**config.mk**
```make
export PLATFORM = sky130hd
export DESIGN_NAME = ordered_list_store
export DESIGN_NICKNAME = d
export VERILOG_FILES = /design/src/rtl/olst_pkg.sv /design/src/rtl/olst_cell.sv /design/src/rtl/ordered_list_store.sv
export SDC_FILE = /design/constraint.sdc
export NUM_CORES = 1
export LEC_CHECK = 0
export BUFFER_PORTS_ARGS = -buffer_cell sky130_fd_sc_hd__buf_2
export CORE_UTILIZATION = 40
export DETAILED_ROUTE_END_ITERATION = 16
export SKIP_CTS_REPAIR_TIMING = 1
export SLEW_MARGIN = 5
export SYNTH_ARGS = -nofsm -noshare
export SYNTH_HDL_FRONTEND = slang
export SYNTH_HIERARCHICAL = 1
export SYNTH_SLANG_ARGS = --single-unit
export TNS_END_PERCENT = 10
```
**constraint.sdc**
```tcl
create_clock -name i_clk -period 6.3 [get_ports i_clk]
set_clock_uncertainty 0.05 [all_clocks]
set_input_delay 0 -clock i_clk [delete_from_list [all_inputs] [get_ports i_clk]]
set_output_delay 0 -clock i_clk [all_outputs]
set_load 0.02 [all_outputs]
```
**src/rtl/olst_pkg.sv**
```systemverilog
// ----------------------------------------------------------------------------
// olst_pkg: shared types and constants of the ordered list store
// Holds the list depth, the derived counter widths, the request and
// result transaction types, and the request and status codes.
// ----------------------------------------------------------------------------
package olst_pkg;

    // Number of cells in the chain (2 to 16).
    localparam int DEPTH = 16;

    // Widths of the fixed transaction fields.
    localparam int OP_W     = 2;
    localparam int VALUE_W  = 32;
    localparam int POS_W    = 5;
    localparam int STATUS_W = 3;
    localparam int FIDX_W   = 4;
    localparam int LEN_W    = 5;

    // Widths that follow from the depth.
    localparam int CNT_W = $clog2(DEPTH + 1);
    localparam int IDX_W = (DEPTH > 1) ? $clog2(DEPTH) : 1;
    localparam int CMP_W = (CNT_W > POS_W) ? CNT_W : POS_W;

    // Request codes.
    localparam logic [OP_W-1:0] OP_APPEND = 2'd0;
    localparam logic [OP_W-1:0] OP_LOCATE = 2'd1;
    localparam logic [OP_W-1:0] OP_DELETE = 2'd2;

    // Status codes.
    localparam logic [STATUS_W-1:0] ST_OK       = 3'd0;
    localparam logic [STATUS_W-1:0] ST_FULL     = 3'd1;
    localparam logic [STATUS_W-1:0] ST_EMPTY    = 3'd2;
    localparam logic [STATUS_W-1:0] ST_BADPOS   = 3'd3;
    localparam logic [STATUS_W-1:0] ST_NOTFOUND = 3'd4;

    // Request transaction.
    typedef struct packed {
        logic [OP_W-1:0]           op;
        logic signed [VALUE_W-1:0] value;
        logic [POS_W-1:0]          position;
    } t_req;

    // Result transaction.
    typedef struct packed {
        logic [STATUS_W-1:0] status;
        logic                found;
        logic [FIDX_W-1:0]   found_index;
        logic [LEN_W-1:0]    length;
    } t_rsp;

    // Per-cell update controls.
    typedef struct packed {
        logic load;   // take the appended value
        logic shift;  // take the neighbor's value
    } t_cell_ctrl;

endpackage

```
**src/rtl/olst_cell.sv**
```systemverilog
// ----------------------------------------------------------------------------
// olst_cell: one storage cell of the ordered list chain
// Holds one entry, compares it against the search key, and either loads a
// new value or takes the value of its upper neighbor when the gap closes.
// ----------------------------------------------------------------------------
module olst_cell (
    input  logic                                   i_clk,
    input  olst_pkg::t_cell_ctrl                   i_ctrl,
    input  logic signed [olst_pkg::VALUE_W-1:0]    i_new_value,
    input  logic signed [olst_pkg::VALUE_W-1:0]    i_next_value,
    input  logic signed [olst_pkg::VALUE_W-1:0]    i_key,
    output logic signed [olst_pkg::VALUE_W-1:0]    o_value,
    output logic                                   o_eq
);
    import olst_pkg::*;

    logic signed [VALUE_W-1:0] r_value;
    logic signed [VALUE_W-1:0] n_value;

    // Select the next stored value.
    always_comb begin
        n_value = r_value;
        if (i_ctrl.load) begin
            n_value = i_new_value;
        end else if (i_ctrl.shift) begin
            n_value = i_next_value;
        end
    end

    // Entry storage; its contents only matter below the fill count.
    always_ff @(posedge i_clk) begin
        r_value <= n_value;
    end

    // Key comparison on the raw bit pattern.
    assign o_eq    = (r_value == i_key);
    assign o_value = r_value;

endmodule

```
**src/rtl/ordered_list_store.sv**
```systemverilog
// A request is accepted into the request register, executed from there, and its
// result is registered in the result register, from which it is offered.
// The single request register holds each request until it executes, so a new
// request is taken only after the last one has executed. A waiting result does not
// block the next acceptance, but a request waits to execute until the result
// register is free. Reset empties the list at once; entry contents are kept.
// ----------------------------------------------------------------------------
// ordered_list_store: ordered list of signed values in a chain of cells
// Serves append, locate and delete-by-position requests; all cells compare in
// parallel, and the cells above a removed entry shift toward the head in one step.
// ----------------------------------------------------------------------------
module ordered_list_store (
    input  logic             i_clk,
    input  logic             i_rst_n,
    input  logic             i_in_valid,
    output logic             o_in_stall,
    input  olst_pkg::t_req   i_in_data,
    output logic             o_out_valid,
    input  logic             i_out_stall,
    output olst_pkg::t_rsp   o_out_data
);
    import olst_pkg::*;

    // Control and payload registers.
    logic             r_busy;
    logic             n_busy;
    t_req             r_req;
    logic [CNT_W-1:0] r_count;
    logic [CNT_W-1:0] n_count;
    logic             r_out_valid;
    logic             n_out_valid;
    t_rsp             r_rsp;
    t_rsp             n_rsp;

    logic             in_take;
    logic             exec;

    // Chain signals.
    t_cell_ctrl                cell_ctrl [DEPTH];
    logic signed [VALUE_W-1:0] cell_value [DEPTH];
    logic signed [VALUE_W-1:0] cell_next [DEPTH];
    logic [DEPTH-1:0]          cell_eq;
    logic [DEPTH-1:0]          hit;

    logic [CMP_W-1:0]          count_w;
    logic [CMP_W-1:0]          del_w;
    logic                      del_ok;
    logic                      is_full;
    logic                      any_hit;
    logic [IDX_W-1:0]          hit_idx;

    // Handshake: one request in flight; execution needs a free result slot.
    assign o_in_stall = r_busy;
    assign in_take    = i_in_valid && !r_busy;
    assign exec       = r_busy && (!r_out_valid || !i_out_stall);

    // Delete position (0 acts as 1) and range checks.
    assign count_w = CMP_W'(r_count);
    assign del_w   = (r_req.position == '0) ? '0 : CMP_W'(r_req.position - 1'b1);
    assign del_ok  = (del_w < count_w);
    assign is_full = (r_count >= CNT_W'(DEPTH));

    // Per-cell controls and neighbor links.
    always_comb begin
        for (int i = 0; i < DEPTH; i++) begin
            cell_ctrl[i].load  = exec && (r_req.op == OP_APPEND) && !is_full
                                 && (CNT_W'(i) == r_count);
            cell_ctrl[i].shift = exec && (r_req.op == OP_DELETE) && del_ok
                                 && (CMP_W'(i) >= del_w)
                                 && (CMP_W'(i + 1) < count_w);
            cell_next[i]       = (i + 1 < DEPTH) ? cell_value[(i + 1) % DEPTH] : '0;
            hit[i]             = cell_eq[i] && (CNT_W'(i) < r_count);
        end
    end

    // The chain of cells.
    for (genvar g = 0; g < DEPTH; g++) begin : g_cell
        olst_cell u_cell (
            .i_clk        (i_clk),
            .i_ctrl       (cell_ctrl[g]),
            .i_new_value  (r_req.value),
            .i_next_value (cell_next[g]),
            .i_key        (r_req.value),
            .o_value      (cell_value[g]),
            .o_eq         (cell_eq[g])
        );
    end

    // First matching cell wins.
    always_comb begin
        hit_idx = '0;
        for (int i = DEPTH - 1; i >= 0; i--) begin
            if (hit[i]) begin
                hit_idx = IDX_W'(i);
            end
        end
    end
    assign any_hit = |hit;

    // Request execution: new count and result transaction.
    always_comb begin
        n_count           = r_count;
        n_rsp             = r_rsp;
        n_out_valid       = r_out_valid && i_out_stall;
        n_busy            = r_busy;
        if (exec) begin
            n_busy             = 1'b0;
            n_out_valid        = 1'b1;
            n_rsp.status       = ST_OK;
            n_rsp.found        = 1'b0;
            n_rsp.found_index  = '0;
            case (r_req.op)
                OP_APPEND: begin
                    if (is_full) begin
                        n_rsp.status = ST_FULL;
                    end else begin
                        n_count = r_count + 1'b1;
                    end
                end
                OP_LOCATE: begin
                    if (any_hit) begin
                        n_rsp.found       = 1'b1;
                        n_rsp.found_index = FIDX_W'(hit_idx);
                    end else begin
                        n_rsp.status = ST_NOTFOUND;
                    end
                end
                OP_DELETE: begin
                    if (r_count == '0) begin
                        n_rsp.status = ST_EMPTY;
                    end else if (!del_ok) begin
                        n_rsp.status = ST_BADPOS;
                    end else begin
                        n_count = r_count - 1'b1;
                    end
                end
                default: begin
                    n_rsp.status = ST_OK;
                end
            endcase
            n_rsp.length = LEN_W'(n_count);
        end
        if (in_take) begin
            n_busy = 1'b1;
        end
    end

    // Control registers.
    always_ff @(posedge i_clk) begin
        if (!i_rst_n) begin
            r_busy      <= 1'b0;
            r_count     <= '0;
            r_out_valid <= 1'b0;
        end else begin
            r_busy      <= n_busy;
            r_count     <= n_count;
            r_out_valid <= n_out_valid;
        end
    end

    // Payload registers.
    always_ff @(posedge i_clk) begin
        if (in_take) begin
            r_req <= i_in_data;
        end
        r_rsp <= n_rsp;
    end

    assign o_out_valid = r_out_valid;
    assign o_out_data  = r_rsp;

endmodule

```
==> metrics.md <==
| Metric | Value |
|---|---|
| Avg Cell Area, Syn | 14.56 um^2 |
| WL/cell | 22.60 um |
| Setup TNS | 0 ns |
| Dpl hpwl | 50,970 um |
| Maximum vdd ir drop | 0.2089 mV |
| Kind of critical path | flop to flop |
| Die W | 279.7 um |
| Gr usage total | 0.1925 |
| Status | finished, final reports clean |
| Least-Margin Pin Slew | 1.104 ns |
| Final nets | 2,345 |
| RSZ-0062 raised after global routing | false |
| Ys async rst share | 0 |
| Clock sinks | 571 |
| Die height | 279.7 um |
| Worst hold-check path type | input port to flop |
| Critical Path RT | 6.48 ns |
| CP Capture Type | flop |
| Antenna-violating nets left | 0 |
| Initial antenna violation count | 8 |
| Vias in the first global route | 18,632 |
| DR pass1 iterations | 6 |
| Final Hold Vio Count | 0 |
| Leakage | 11.64 nW |
| Power Density | 235.1 nW/um^2 |
| Pin count of the biggest net entering global routing | 40 |
| Final Util | 0.4558 |
| Fmax | 0.2104 GHz |
| Area grow syn2layout | 12.43% |
| Clk buf depth | 3 |
| Fraction of layout cells with a size suffix above 1 | 0.3286 |
| Total core area | 76,080 um^2 |
| Placed cell count | 3,214 |
| Sequential area share after synthesis | 0.5536 |
| Syn Std Cell Area | 30,840 um^2 |
| First-pass GRT wire length | 113,900 um |
| # setup viols final | 0 |
| Fillers | 6,809 |
| Core Rows | 101 |
| Finished Cell Area | 34,680 um^2 |
| EDFF count, synth | 564 |
| Tmin final | 4.752 ns |
| Top_reg_cell synth | edfxtp_1 |
| CTS Root Cell | clkbuf_16 |
| Mapped Cells | 2,118 |
| Post-synth top area cell | edfxtp_1 |
| Period utilization | 0.7543 |
| Yosys warnings | 6 |
| # DRC | 0 |
| IO buf count | 57 |
| Fin cells | 3,367 |
| #FFs+latches synth | 571 |
| Distinct cell type count after synthesis | 69 |
| Top post-synthesis cells by area | edfxtp_1 55%, mux2_2 19%, xor2_1 15%, nor4_1 2.7%, buf_6 1.9% |
| Post-DR vias/cell | 5.286 |
| Initial Util | 0.4054 |
| H-tree Lvls | 2 |
| Clock-pin slew of the registers on the worst-case setup and hold paths | 0.06 ns |
| Max Fanout on Critical Path | 32 |
| 1st-iter DRT viols | 1,228 |
| CP startpoint kind | flop |
| Overflow after GRT | 0 |
| Count leader, synth | edfxtp_1 |
| CTS tree | done |
| Worst endpoint data arrival time | 4.94 ns |
| Area occupied by registers | 17,080 um^2 |
| Max-cap viol count | 0 |
| CTS buffer count | 60 |
| Synth top area share | 0.5491 |
| Drt total wl | 76,080 um |
| Synth cell count leaders | 564 x edfxtp_1, 513 x mux2_2, 513 x xor2_1, 134 x nor4_1, 51 x buf_6 |
| Die area | 78,230 um^2 |
| Routability cong. | 0.8732 |
| Worst slew margin | 0.2625 |
| Clk_lat worst skew | 0.63 ns |
| Vias | 17,798 |
| Antenna Cells | 0 |
| Fin. max-slew vios | 0 |
| Multi-input logic area | 13,160 um^2 |
| Placed Area | 32,350 um^2 |
| Ports | 58 |
kinds of logic (layout without fill, tap and decap cells):
family / after synthesis / in the layout / share of synthesized area
muxes: 513 / 513 / 0.1873
and+or+nand+nor: 313 / 313 / 0.05914
AOI/OAI and AO/OA: 92 / 92 / 0.02329
adders and majority gates: 12 / 12 / 0.004868
xor gates and xnor gates: 513 / 513 / 0.1457
DFF: 571 / 571 / 0.5536
buffers and inverters: 103 / 291 / 0.02600
other: 1 / 32 / 0.0001216
per-layer routing:
metal  share of wire  global-route usage  up-vias
met3           0.046             0.02585      112
met1            0.42              0.2417     9006
met5               0                   0        -
li1                -                   -     8315
met2            0.51              0.3429      365
met4           0.025             0.05801        0
power by group:
group          total [mW]  switching [mW]  leakage [nW]  internal, mW
combinational       0.543           0.361          5.57         0.182
clock                3.42            1.45         0.910          1.97
sequential           4.19          0.0331          5.16          4.16
total                8.15            1.85          11.6          6.31
cells in the final DEF, fill, tap and decap left out, types with 3 or more instances in the layout:
cell type      synthesis  layout
a21oi_1               21      21
and3_1                 6       6
nor4_2                 0       5
bufinv_16              0       4
mux2_2               513     513
nor2b_1                4       3
nand3_1               12      12
nor3_2                 2       6
nand2_1               19      19
nand4_1               37      37
nor4_1               134     129
and2_1                 5       5
a211o_1                3       3
clkbuf_8               0       4
nor2_2                 0       3
or2_2                 19      19
xor2_1               513     513
a21bo_2                4       4
a31oi_1                4       4
clkbuf_1               4      11
conb_1                 1      32
clkinv_2               0       8
nor2_1                45      42
nor3_1                14       9
ha_1                  12      12
clkinvlp_4             0       5
o21ai_0                9       9
o21a_1                 3       3
clkbuf_16              0      61
and4_1                 3       3
clkinv_1               2      17
buf_2                 26      57
buf_4                  0      59
edfxtp_1             564     564
a32o_1                 3       3
dlygate4sd3_1          0      44
a211oi_1              11      11
inv_1                 19      19
dfxtp_1                7       7
layout make-up:
type | instances | share of cell area
flip-flops and latches | 571 | 0.4924
multi-input cells | 1475 | 0.3795
clock buffers | 76 | 0.04680
well taps | 1030 | 0.03716
repair buffers | 161 | 0.03428
clock inverters | 33 | 0.007577
inverters | 21 | 0.002273
metrics by stage:
stage          total power [mW]  setup WS (ns)  hold WS (ns)
2_1_floorplan             4.573          2.845       0.04887
3_3_place_gp              4.778          1.517        0.1267
3_5_place_dp              4.787          1.519        0.1281
4_1_cts                   8.211          1.469       -0.5374
5_1_grt                   8.412          1.242       0.02674
6_report                  8.154          1.548       0.03657
critical path: stages, from the launching register on:
cell,delay [ns]
edfxtp_1,0.46
inv_1,0.21
ha_1,0.21
nor2b_1,0.18
nor3_1,0.07
a21oi_1,0.42
inv_1,0.13
ha_1,0.34
nand4_1,0.11
nand3_1,0.11
nor3_2,0.56
nand2_1,0.39
a211oi_1,0.44
or2_2,0.66
flip-flops by register name (all words and copies together), names as in the netlist:
register               count
g_cell.u_cell/o_value    512
count_w                    5
o_out_valid                1
r_req                     39
o_out_data                13
o_in_stall                 1
final timing paths:
path	start	end	slack, ns	cells after the start
setup / recovery	r_req[0]$_DFFE_PP_	g_cell[10].u_cell/o_value[9]$_DFFE_PP_	1.55	13
hold / removal	i_in_data[14]	r_req[14]$_DFFE_PP_	0.04	2
setup reg to reg	r_req[0]$_DFFE_PP_	g_cell[10].u_cell/o_value[9]$_DFFE_PP_	1.55	13
hold reg to reg	g_cell[10].u_cell/o_value[26]$_DFFE_PP_	g_cell[9].u_cell/o_value[26]$_DFFE_PP_	0.52	1
Note: power is estimated with default switching activity, not from simulation.
